===== config.mk =====
export PLATFORM = sky130hd
export DESIGN_NAME = json_string_unescape_utf8
export DESIGN_NICKNAME = d
export VERILOG_FILES = /design/src/jsu_pkg.sv /design/src/jsu_decode.sv /design/src/jsu_out.sv /design/src/json_string_unescape_utf8.sv
export VERILOG_INCLUDE_DIRS = /design/src /design/src/src
export SDC_FILE = /design/constraint.sdc
export NUM_CORES = 1
export LEC_CHECK = 0
export BUFFER_PORTS_ARGS = -buffer_cell sky130_fd_sc_hd__buf_2
export CORE_MARGIN = 4
export CORE_UTILIZATION = 55
export CTS_BUF_LIST = sky130_fd_sc_hd__clkbuf_2
export DETAILED_ROUTE_END_ITERATION = 7
export PLACE_DENSITY = 0.83
export SYNTH_ARGS = -nofsm -noshare
export SYNTH_HDL_FRONTEND = slang
export SYNTH_HIERARCHICAL = 1
export SYNTH_SLANG_ARGS = --single-unit

===== constraint.sdc =====
create_clock -name i_clk -period 16.1 [get_ports i_clk]
set_clock_uncertainty 0.05 [all_clocks]
set_input_delay 0.805 -clock i_clk [delete_from_list [all_inputs] [get_ports i_clk]]
set_output_delay 0.805 -clock i_clk [all_outputs]
set_load 0.02 [all_outputs]

===== src/assert_macros.svh =====
// Assertion macros used by the result buffer (jsu_out) of the JSON string decoder.
`ifndef ASSERT_MACROS_SVH
`define ASSERT_MACROS_SVH

// Checks a condition at every clock edge outside reset.
`define ASSERT_ALWAYS(lbl, clk, rstn, cond, msg) \
    lbl: assert property (@(posedge clk) disable iff (!rstn) (cond)) else $error(msg);

// Checks that a trigger in one cycle is followed by a condition in the next.
`define ASSERT_NEXT(lbl, clk, rstn, trig, cond, msg) \
    lbl: assert property (@(posedge clk) disable iff (!rstn) (trig) |=> (cond)) else $error(msg);

`endif


===== src/jsu_pkg.sv =====
// Types and constants shared by the JSON string decoder modules.
package jsu_pkg;

    localparam int unsigned LEN_W = 24;
    localparam int unsigned BYTE_W = 8;
    localparam int unsigned GROUP_MAX = 4;

    localparam logic [LEN_W-1:0] MAX_LEN_RESET = 24'hffffff;

    localparam logic [7:0] CH_QUOTE = 8'h22;
    localparam logic [7:0] CH_BSLASH = 8'h5c;
    localparam logic [7:0] CH_SLASH = 8'h2f;
    localparam logic [7:0] CH_B = 8'h62;
    localparam logic [7:0] CH_F = 8'h66;
    localparam logic [7:0] CH_N = 8'h6e;
    localparam logic [7:0] CH_R = 8'h72;
    localparam logic [7:0] CH_T = 8'h74;
    localparam logic [7:0] CH_U = 8'h75;
    localparam logic [7:0] CTRL_LIMIT = 8'h20;

    localparam logic [7:0] CODE_BS = 8'h08;
    localparam logic [7:0] CODE_FF = 8'h0c;
    localparam logic [7:0] CODE_LF = 8'h0a;
    localparam logic [7:0] CODE_CR = 8'h0d;
    localparam logic [7:0] CODE_TAB = 8'h09;

    localparam logic [15:0] SUR_HI_FIRST = 16'hd800;
    localparam logic [15:0] SUR_HI_LAST = 16'hdbff;
    localparam logic [15:0] SUR_LO_FIRST = 16'hdc00;
    localparam logic [15:0] SUR_LO_LAST = 16'hdfff;
    localparam logic [20:0] SUPP_BASE = 21'h10000;

    localparam logic [7:0] UTF_LEAD2 = 8'hc0;
    localparam logic [7:0] UTF_LEAD3 = 8'he0;
    localparam logic [7:0] UTF_LEAD4 = 8'hf0;
    localparam logic [7:0] UTF_CONT = 8'h80;

    typedef enum logic [1:0] {
        ST_DATA = 2'd0,
        ST_DONE = 2'd1,
        ST_ERR  = 2'd2
    } t_status;

    typedef enum logic [6:0] {
        PH_IDLE = 7'b0000001,
        PH_BODY = 7'b0000010,
        PH_ESC  = 7'b0000100,
        PH_HEX1 = 7'b0001000,
        PH_BSL  = 7'b0010000,
        PH_LOWU = 7'b0100000,
        PH_HEX2 = 7'b1000000
    } t_phase;

    typedef struct packed {
        logic [BYTE_W-1:0] in_byte;
        logic              input_end;
    } t_in_item;

    typedef struct packed {
        logic [BYTE_W-1:0] out_byte;
        t_status           status;
        logic [LEN_W-1:0]  out_length;
        logic              run_last;
    } t_out_item;

    typedef struct packed {
        t_phase           phase;
        logic [15:0]      hex_accum;
        logic [1:0]       digit_count;
        logic [9:0]       high_surrogate;
        logic [LEN_W-1:0] byte_count;
    } t_state;

    typedef struct packed {
        logic [2:0]                       count;
        logic [GROUP_MAX-1:0][BYTE_W-1:0] bytes;
        t_status                          status;
        logic [LEN_W-1:0]                 length;
    } t_group;

endpackage


===== src/jsu_decode.sv =====
// Decoder logic: next state and the result group for one input byte.
module jsu_decode
    import jsu_pkg::*;
(
    input  t_state           i_state,
    input  t_in_item         i_item,
    input  logic [LEN_W-1:0] i_max_len,
    output t_state           o_next,
    output t_group           o_group
);

    function automatic logic [4:0] hex_nibble(input logic [7:0] c);
        logic [4:0] r;
        r = 5'd0;
        if (c >= 8'h30 && c <= 8'h39) begin
            r = {1'b1, c[3:0]};
        end else if ((c >= 8'h61 && c <= 8'h66) || (c >= 8'h41 && c <= 8'h46)) begin
            r = {1'b1, c[3:0] + 4'd9};
        end
        return r;
    endfunction

    logic [7:0]                       w_c;
    logic [4:0]                       w_hex;
    logic [15:0]                      w_acc;
    logic [20:0]                      w_cp;
    logic                             w_cp_emit;
    logic                             w_single;
    logic [7:0]                       w_one;
    logic                             w_fail;
    logic                             w_done;
    logic [2:0]                       w_n;
    logic [GROUP_MAX-1:0][BYTE_W-1:0] w_b;
    logic [LEN_W:0]                   w_sum;

    assign w_c = i_item.in_byte;
    assign w_hex = hex_nibble(w_c);
    assign w_acc = {i_state.hex_accum[11:0], w_hex[3:0]};

    always_comb begin
        o_next = i_state;
        w_fail = 1'b0;
        w_done = 1'b0;
        w_cp_emit = 1'b0;
        w_single = 1'b0;
        w_one = 8'd0;
        w_cp = 21'd0;
        unique case (i_state.phase)
            PH_BODY: begin
                if (i_item.input_end) begin
                    w_fail = 1'b1;
                end else if (w_c == CH_QUOTE) begin
                    w_done = 1'b1;
                    o_next.phase = PH_IDLE;
                end else if (w_c < CTRL_LIMIT) begin
                    w_fail = 1'b1;
                end else if (w_c == CH_BSLASH) begin
                    o_next.phase = PH_ESC;
                end else begin
                    w_single = 1'b1;
                    w_one = w_c;
                end
            end
            PH_ESC: begin
                if (i_item.input_end) begin
                    w_fail = 1'b1;
                end else begin
                    unique case (w_c)
                        CH_QUOTE, CH_BSLASH, CH_SLASH: begin
                            w_single = 1'b1;
                            w_one = w_c;
                        end
                        CH_B: begin
                            w_single = 1'b1;
                            w_one = CODE_BS;
                        end
                        CH_F: begin
                            w_single = 1'b1;
                            w_one = CODE_FF;
                        end
                        CH_N: begin
                            w_single = 1'b1;
                            w_one = CODE_LF;
                        end
                        CH_R: begin
                            w_single = 1'b1;
                            w_one = CODE_CR;
                        end
                        CH_T: begin
                            w_single = 1'b1;
                            w_one = CODE_TAB;
                        end
                        CH_U: begin
                            o_next.hex_accum = 16'd0;
                            o_next.digit_count = 2'd0;
                            o_next.phase = PH_HEX1;
                        end
                        default: begin
                            w_fail = 1'b1;
                        end
                    endcase
                end
            end
            PH_BSL: begin
                if (i_item.input_end || w_c != CH_BSLASH) begin
                    w_fail = 1'b1;
                end else begin
                    o_next.phase = PH_LOWU;
                end
            end
            PH_LOWU: begin
                if (i_item.input_end || w_c != CH_U) begin
                    w_fail = 1'b1;
                end else begin
                    o_next.hex_accum = 16'd0;
                    o_next.digit_count = 2'd0;
                    o_next.phase = PH_HEX2;
                end
            end
            PH_HEX1, PH_HEX2: begin
                if (i_item.input_end || !w_hex[4]) begin
                    w_fail = 1'b1;
                end else begin
                    o_next.hex_accum = w_acc;
                    if (i_state.digit_count != 2'd3) begin
                        o_next.digit_count = i_state.digit_count + 2'd1;
                    end else begin
                        o_next.digit_count = 2'd0;
                        if (i_state.phase == PH_HEX1) begin
                            if (w_acc >= SUR_HI_FIRST && w_acc <= SUR_HI_LAST) begin
                                o_next.high_surrogate = w_acc[9:0];
                                o_next.phase = PH_BSL;
                            end else if (w_acc >= SUR_LO_FIRST && w_acc <= SUR_LO_LAST) begin
                                w_fail = 1'b1;
                            end else begin
                                w_cp_emit = 1'b1;
                                w_cp = {5'd0, w_acc};
                            end
                        end else if (w_acc < SUR_LO_FIRST || w_acc > SUR_LO_LAST) begin
                            w_fail = 1'b1;
                        end else begin
                            w_cp_emit = 1'b1;
                            w_cp = SUPP_BASE + {1'b0, i_state.high_surrogate, w_acc[9:0]};
                        end
                    end
                end
            end
            default: begin
                o_next.phase = PH_IDLE;
                if (!i_item.input_end) begin
                    if (w_c != CH_QUOTE) begin
                        w_fail = 1'b1;
                    end else begin
                        o_next.byte_count = '0;
                        o_next.phase = PH_BODY;
                    end
                end
            end
        endcase

        w_b = '0;
        w_n = 3'd0;
        if (w_single) begin
            w_n = 3'd1;
            w_b[0] = w_one;
        end else if (w_cp_emit) begin
            if (w_cp <= 21'h7f) begin
                w_n = 3'd1;
                w_b[0] = w_cp[7:0];
            end else if (w_cp <= 21'h7ff) begin
                w_n = 3'd2;
                w_b[0] = UTF_LEAD2 | {3'd0, w_cp[10:6]};
                w_b[1] = UTF_CONT | {2'd0, w_cp[5:0]};
            end else if (w_cp <= 21'hffff) begin
                w_n = 3'd3;
                w_b[0] = UTF_LEAD3 | {4'd0, w_cp[15:12]};
                w_b[1] = UTF_CONT | {2'd0, w_cp[11:6]};
                w_b[2] = UTF_CONT | {2'd0, w_cp[5:0]};
            end else begin
                w_n = 3'd4;
                w_b[0] = UTF_LEAD4 | {5'd0, w_cp[20:18]};
                w_b[1] = UTF_CONT | {2'd0, w_cp[17:12]};
                w_b[2] = UTF_CONT | {2'd0, w_cp[11:6]};
                w_b[3] = UTF_CONT | {2'd0, w_cp[5:0]};
            end
        end

        w_sum = {1'b0, i_state.byte_count} + {{(LEN_W-2){1'b0}}, w_n};
        if (w_n != 3'd0) begin
            if (w_sum > {1'b0, i_max_len}) begin
                w_fail = 1'b1;
            end else begin
                o_next.byte_count = w_sum[LEN_W-1:0];
                o_next.phase = PH_BODY;
            end
        end

        o_group.bytes = w_b;
        o_group.count = w_n;
        o_group.status = ST_DATA;
        o_group.length = '0;
        if (w_fail) begin
            o_next.phase = PH_IDLE;
            o_group.bytes = '0;
            o_group.count = 3'd1;
            o_group.status = ST_ERR;
        end else if (w_done) begin
            o_group.count = 3'd1;
            o_group.status = ST_DONE;
            o_group.length = i_state.byte_count;
        end
    end

endmodule


===== src/jsu_out.sv =====
// Result buffer that holds one decoded group and hands it out one item per transaction.
`include "assert_macros.svh"

module jsu_out
    import jsu_pkg::*;
(
    input  logic      i_clk,
    input  logic      i_rst_n,
    input  logic      i_load,
    input  t_group    i_group,
    input  logic      i_ready,
    output logic      o_valid,
    output logic      o_can_load,
    output t_out_item o_item
);

    logic [2:0]                       r_cnt;
    logic [2:0]                       n_cnt;
    logic [1:0]                       r_pos;
    logic [1:0]                       n_pos;
    logic [GROUP_MAX-1:0][BYTE_W-1:0] r_bytes;
    t_status                          r_status;
    logic [LEN_W-1:0]                 r_length;

    assign o_valid = (r_cnt != 3'd0);
    assign o_can_load = (r_cnt == 3'd0) || (r_cnt == 3'd1 && i_ready);

    assign o_item.out_byte = r_bytes[r_pos];
    assign o_item.status = r_status;
    assign o_item.out_length = r_length;
    assign o_item.run_last = (r_cnt == 3'd1);

    always_comb begin
        n_cnt = r_cnt;
        n_pos = r_pos;
        if (i_load) begin
            n_cnt = i_group.count;
            n_pos = 2'd0;
        end else if (o_valid && i_ready) begin
            n_cnt = r_cnt - 3'd1;
            n_pos = r_pos + 2'd1;
        end
    end

    always_ff @(posedge i_clk) begin
        if (!i_rst_n) begin
            r_cnt <= 3'd0;
            r_pos <= 2'd0;
        end else begin
            r_cnt <= n_cnt;
            r_pos <= n_pos;
        end
    end

    always_ff @(posedge i_clk) begin
        if (i_load) begin
            r_bytes <= i_group.bytes;
            r_status <= i_group.status;
            r_length <= i_group.length;
        end
    end

    `ASSERT_ALWAYS(a_cnt_range, i_clk, i_rst_n, r_cnt <= 3'd4, "result count out of range")
    `ASSERT_ALWAYS(a_ctl_single, i_clk, i_rst_n, !o_valid || r_status == ST_DATA || r_cnt == 3'd1, "completion or error group longer than one")
    `ASSERT_ALWAYS(a_load_free, i_clk, i_rst_n, !i_load || r_cnt == 3'd0 || (r_cnt == 3'd1 && i_ready), "group loaded over pending results")
    `ASSERT_NEXT(a_hold, i_clk, i_rst_n, o_valid && !i_ready && !i_load, o_valid && $stable(r_pos), "stalled result moved")

endmodule


===== src/json_string_unescape_utf8.sv =====
// Top level of the JSON string decoder: input register, state, limit register and result buffer.
// The first result of an input transaction passes the input register, then the result buffer,
// which presents it; a full buffer can hold the group back in the input register.
// One input transaction per cycle while the buffer can load; a group stays until its results go.
// A group has at most four results (a four-byte UTF-8 sequence); bytes with no result never stall.
// Reset is synchronous and active low: waiting for an opening quote, counters zero, buffers
// empty, and the length limit at its largest value.
module json_string_unescape_utf8
    import jsu_pkg::*;
(
    input  logic             i_clk,
    input  logic             i_rst_n,
    input  logic             i_in_valid,
    output logic             o_in_ready,
    input  t_in_item         i_in,
    output logic             o_out_valid,
    input  logic             i_out_ready,
    output t_out_item        o_out,
    input  logic             i_cfg_valid,
    output logic             o_cfg_ready,
    input  logic [LEN_W-1:0] i_cfg_data
);

    logic             r_in_valid;
    t_in_item         r_in;
    t_state           r_state;
    t_state           w_next;
    logic [LEN_W-1:0] r_max;
    t_group           w_group;
    logic             w_can_load;
    logic             w_consume;
    logic             w_load;

    assign o_cfg_ready = 1'b1;

    jsu_decode u_decode (
        .i_state   (r_state),
        .i_item    (r_in),
        .i_max_len (r_max),
        .o_next    (w_next),
        .o_group   (w_group)
    );

    assign w_consume = r_in_valid && (w_group.count == 3'd0 || w_can_load);
    assign w_load = w_consume && (w_group.count != 3'd0);
    assign o_in_ready = !r_in_valid || w_consume;

    jsu_out u_out (
        .i_clk      (i_clk),
        .i_rst_n    (i_rst_n),
        .i_load     (w_load),
        .i_group    (w_group),
        .i_ready    (i_out_ready),
        .o_valid    (o_out_valid),
        .o_can_load (w_can_load),
        .o_item     (o_out)
    );

    always_ff @(posedge i_clk) begin
        if (!i_rst_n) begin
            r_in_valid <= 1'b0;
            r_max <= MAX_LEN_RESET;
            r_state.phase <= PH_IDLE;
            r_state.hex_accum <= '0;
            r_state.digit_count <= '0;
            r_state.high_surrogate <= '0;
            r_state.byte_count <= '0;
        end else begin
            if (i_in_valid && o_in_ready) begin
                r_in_valid <= 1'b1;
            end else if (w_consume) begin
                r_in_valid <= 1'b0;
            end
            if (i_cfg_valid && o_cfg_ready) begin
                r_max <= i_cfg_data;
            end
            if (w_consume) begin
                r_state <= w_next;
            end
        end
    end

    always_ff @(posedge i_clk) begin
        if (i_in_valid && o_in_ready) begin
            r_in <= i_in;
        end
    end

endmodule

# Yosys cells after proc, flatten, opt, wreduce, memory -nomap -nowiden
# Cells that the tools add are included.
word_totals:
  ff_bits: 152
  output_inout_bits: 38
  wordCells: 211
op_classes:
  n_addsub: 6
  order_cmp: 18
  eq_ne: 24
  mux: 99
  bitwise_logic: 5
  reduce_logical: 40
op_table:
  columns: ["operator", "count"]
  rows:
  - ["$mux 21", 6]
  - ["$mux 24", 5]
  - ["$mux 25", 4]
  - ["$mux 7", 12]
  - ["$mux 8", 10]
  - ["$eq 8x7->1 const B", 7]
  - ["$pmux 8 s6", 1]
  - ["$pmux 14 s3", 1]
  - ["$mux 1", 35]
  - ["$mux 35", 1]
  - ["$pmux 7 s5", 1]
  - ["$ge 16x16->1 const B", 2]
  - ["$le 16x16->1 const B", 2]
  - ["$mux 16", 2]
  - ["$mux 10", 3]
  - ["$mux 3", 9]
  - ["$add 24x3->25", 1]
  - ["$gt 25x24->1", 1]
  - ["$mux 22", 1]
  - ["$add 17x20->21 const A", 1]
  - ["$le 21x11->1 const B", 1]
  - ["$le 21x16->1 const B", 1]
  - ["$le 21x7->1 const B", 1]
  - ["$bmux 8 s2", 1]
  - ["other kinds (42)", 83]

# Logic depth before layout (Yosys ltp)
depth:
  ltp_word: 30
  mapped_depth: 33
  mapped_depth_nobuf: 28

# Cells and area by module
# Netlist, hierarchy kept.
modules_own_cells:
  columns: ["mod", "n_inst", "cells_per_inst", "area_per_inst_um2", "seq_area_each_um2"]
  rows:
  - ["jsu_decode", 1, 713, 4406.7, 0.0]
  - ["json_string_unescape_utf8", 1, 353, 3562.2, 1951.9]
  - ["jsu_out", 1, 106, 2260.9, 1841.8]

# Least setup slack after synthesis
# No wires, ideal clock.
synth_timing:
  path_kind: "reg2reg"
  startpoint: "register r_in[1] in the netlist's numbering"
  endpoint: "register u_out.r_cnt[2]"
  setup_ps: 124
  arrival_ps: 7603
  required_time_ps: 15926
  setup_slack_ps: 8322
  path_stages_with_launch: 32
  cell_sequence: "edfxtp_1 inv_1 ha_1 nor3b_1 o41ai_2 nand4_1 or2_0 clkbuf_1 inv_1 clkbuf_1 ha_1 clkbuf_1 nand2_1 a211o_1 a211oi_1 xor2_1 ha_1 and4_1 nand2_1 or4_1 o32a_1 nand2b_1 a21oi_1 or3b_2 nor3_2 o21a_1 buf_6 buf_8 and2b_2 inv_1 o21ai_0 a21oi_1"
synth_rtl:
  columns: ["element", "line_no", "source"]
  rows:
  - ["start, declared", "json_string_unescape_utf8.sv:25", "t_in_item r_in;"]
  - ["start signal, assigned", "json_string_unescape_utf8.sv:85", "r_in <= i_in;"]
  - ["end signal, assigned", "jsu_out.sv:50", "r_cnt <= n_cnt;"]
  - ["end, declared", "jsu_out.sv:17", "logic [2:0] r_cnt;"]

==> results.ini <==
[synthesis]
yosys_warnings=6
syn_inst=1151
synth_area_um2=10000
synth_area_per_cell_um2=8.73

[place]
dp_hpwl_um=19500
place_congestion=0.968
pre_cts_ws_ns=6.53
numPortBuffers=74

[routing]
wl_um=26800
drt_iter0_drc=1268
vias=9015
drc=0
wire_per_inst_um=19.0
via_per_inst=6.37
final_antenna_net_count=0
firstDrtPassIters=6

[critical_path]
worstPathArrival_ns=8.92
crit_type=register to output pin
required_ns=15.24
worst-path-max-fanout=34
endpoint_kind=output pin
crit_path_start_kind=register

[timing]
drv_slew=0
fmax_ghz=0.102
setup_viol=0
whs_ns=0.173
worst-slew-pin-transition_ns=1.23
finalCriticalPeriod_ns=9.77
worst_slack_ns=6.33
rsz0062_at_grt=false
relSlewSlack_pct=18.1
finalCritPeriodShare_pct=60.7
finalHoldViolCount=0
setup-tns-final_ns=0

[global_routing]
grt_max_degree=113
overflow=0
track_usage_pct=25.9
grt_pass1_vias=7963
antenna_found_initial=1
grt_pass1_wl_um=42300

[worst_hold_path]
min_path_type=input port to register

[pwr]
clock_power_share_pct=30.9
p_leak_nw=4.13
p_comb_share_pct=12.2
vdd_drop_max_mv=0.0453
switching_power_mw=0.214
finalPower_mw=0.752
p_seq_share_pct=56.8
power_density_nw_per_um2=70.9
p_int_mw=0.538
switching_share_pct=28.4

[cts]
clock_sinks=152
numCtsBuffers=17
cts_resized=0
cts.clk_slew.worst_paths_ns=0.23
root_buffer=clkbuf_2
post_cts_buffers=0
hold_buffers=0
cts_tree=done
clock_latency_ns=0.75
cts.path.max_buffers=2
htree_num_levels=4

[cells_and_area]
nNetsFinal=1247
fin_util_pct=59.1
drive_above_1_share_pct=11.8
syn_to_final_growth_pct=5.73

[die]
die_x_um=143
start_util_pct=55.9
die_area_um2=20500
die_y_um=143
rows=49
ios=76
core_um2=18000

[status]
status=complete, no violations

[flow_run]
cap_violations=0

## layout by cell type, fill, tap and decap left out, types with 5 or more instances in the layout
cell type / n
a32oi_1: 5
dfxtp_1: 85
mux4_1: 8
o2111ai_1: 6
a211oi_1: 14
nor3b_1: 9
ha_1: 37
nor2_1: 40
o211ai_1: 14
and4_1: 5
clkinv_4: 5
a31oi_1: 38
nor4_1: 24
xor2_1: 14
mux2i_1: 82
and3_1: 12
nor2b_1: 8
clkbuf_2: 17
nand2b_1: 6
buf_4: 12
o21ai_0: 38
inv_1: 52
nand4_1: 12
nor3_1: 30
o31a_1: 6
buf_2: 73
a22o_1: 10
or4_1: 6
a21o_1: 5
nand2_1: 218
a21oi_1: 41
or3_1: 16
nand3_1: 38
and2_1: 21
edfxtp_1: 67
xnor2_1: 13
## layer usage
| metal | global-route usage (%) | vias up | part of all wire, % |
|---|---|---|---|
| met5 | 0 | - | 0 |
| met4 | 8.50 | 0 | 2.6 |
| met3 | 4.76 | 61 | 9.9 |
| met2 | 37.2 | 487 | 42 |
| met1 | 39.1 | 4208 | 45 |
| li1 | - | 4259 | - |
## power by group through the flow
stage	logic [mW]	registers, mW	clock network, mW
2_1_floorplan	0.0761	0.431	0
3_3_place_gp	0.0904	0.435	0
3_5_place_dp	0.0919	0.436	0
4_1_cts	0.0921	0.428	0.238
5_1_grt	0.101	0.430	0.255
6_report	0.0921	0.428	0.233
## state kept, by name (all words and copies together), names as in the netlist
name            cells
r_state            55
r_in                9
u_out/r_bytes      32
u_out/r_pos         2
r_in_valid          1
u_out/r_cnt         3
r_max              24
u_out/r_length     24
u_out/r_status      2
## path summary, 6_finish.rpt
check,startpoint,endpoint,slack (ns),cells after the start
worst max register to register,r_in[2],u_out/r_cnt[1],6.35,30
worst max-delay path,r_in[2],o_in_ready,6.33,27
worst min register to register,r_state[33],r_state[33],0.44,2
worst min-delay path,i_in[2],r_in[2],0.17,1
## through the flow
step           area (um^2)  std cells
2_1_floorplan        10100       1153
3_3_place_gp         10400       1382
3_5_place_dp         10400       1382
4_1_cts              10600       1414
5_1_grt              10600       1415
6_report             10600       1415
## cell type report
| type | count | area (um^2) |
|---|---|---|
| flip-flops and latches | 152 | 3710 |
| inverters | 53 | 199 |
| repair buffers | 85 | 455 |
| fillers | 1565 | 7340 |
| multi-input cells | 863 | 5700 |
| well taps | 229 | 287 |
| clock inverters | 15 | 178 |
| clock buffers | 17 | 85.1 |
| diodes | 1 | 2.50 |
## worst max-delay path, stage by stage (launching register included)
cell,delay [ns]
edfxtp_1,0.56
inv_1,0.16
ha_1,0.23
o21bai_1,0.13
o21ai_0,0.48
nand4_1,0.40
or2_0,0.33
buf_4,0.20
inv_1,0.49
ha_1,0.37
nand2_1,0.17
a211o_1,0.37
a211oi_1,0.47
xor2_1,0.14
ha_1,0.34
and4_1,0.20
nand2_1,0.08
or4_1,0.46
o32a_1,0.37
nand2b_1,0.07
buf_4,0.32
a21oi_2,0.09
buf_4,0.24
nor3b_1,0.51
nor3_2,0.14
nor3b_1,0.55
inv_1,0.07
buf_2,0.18
(Power assumes the default switching activity.)
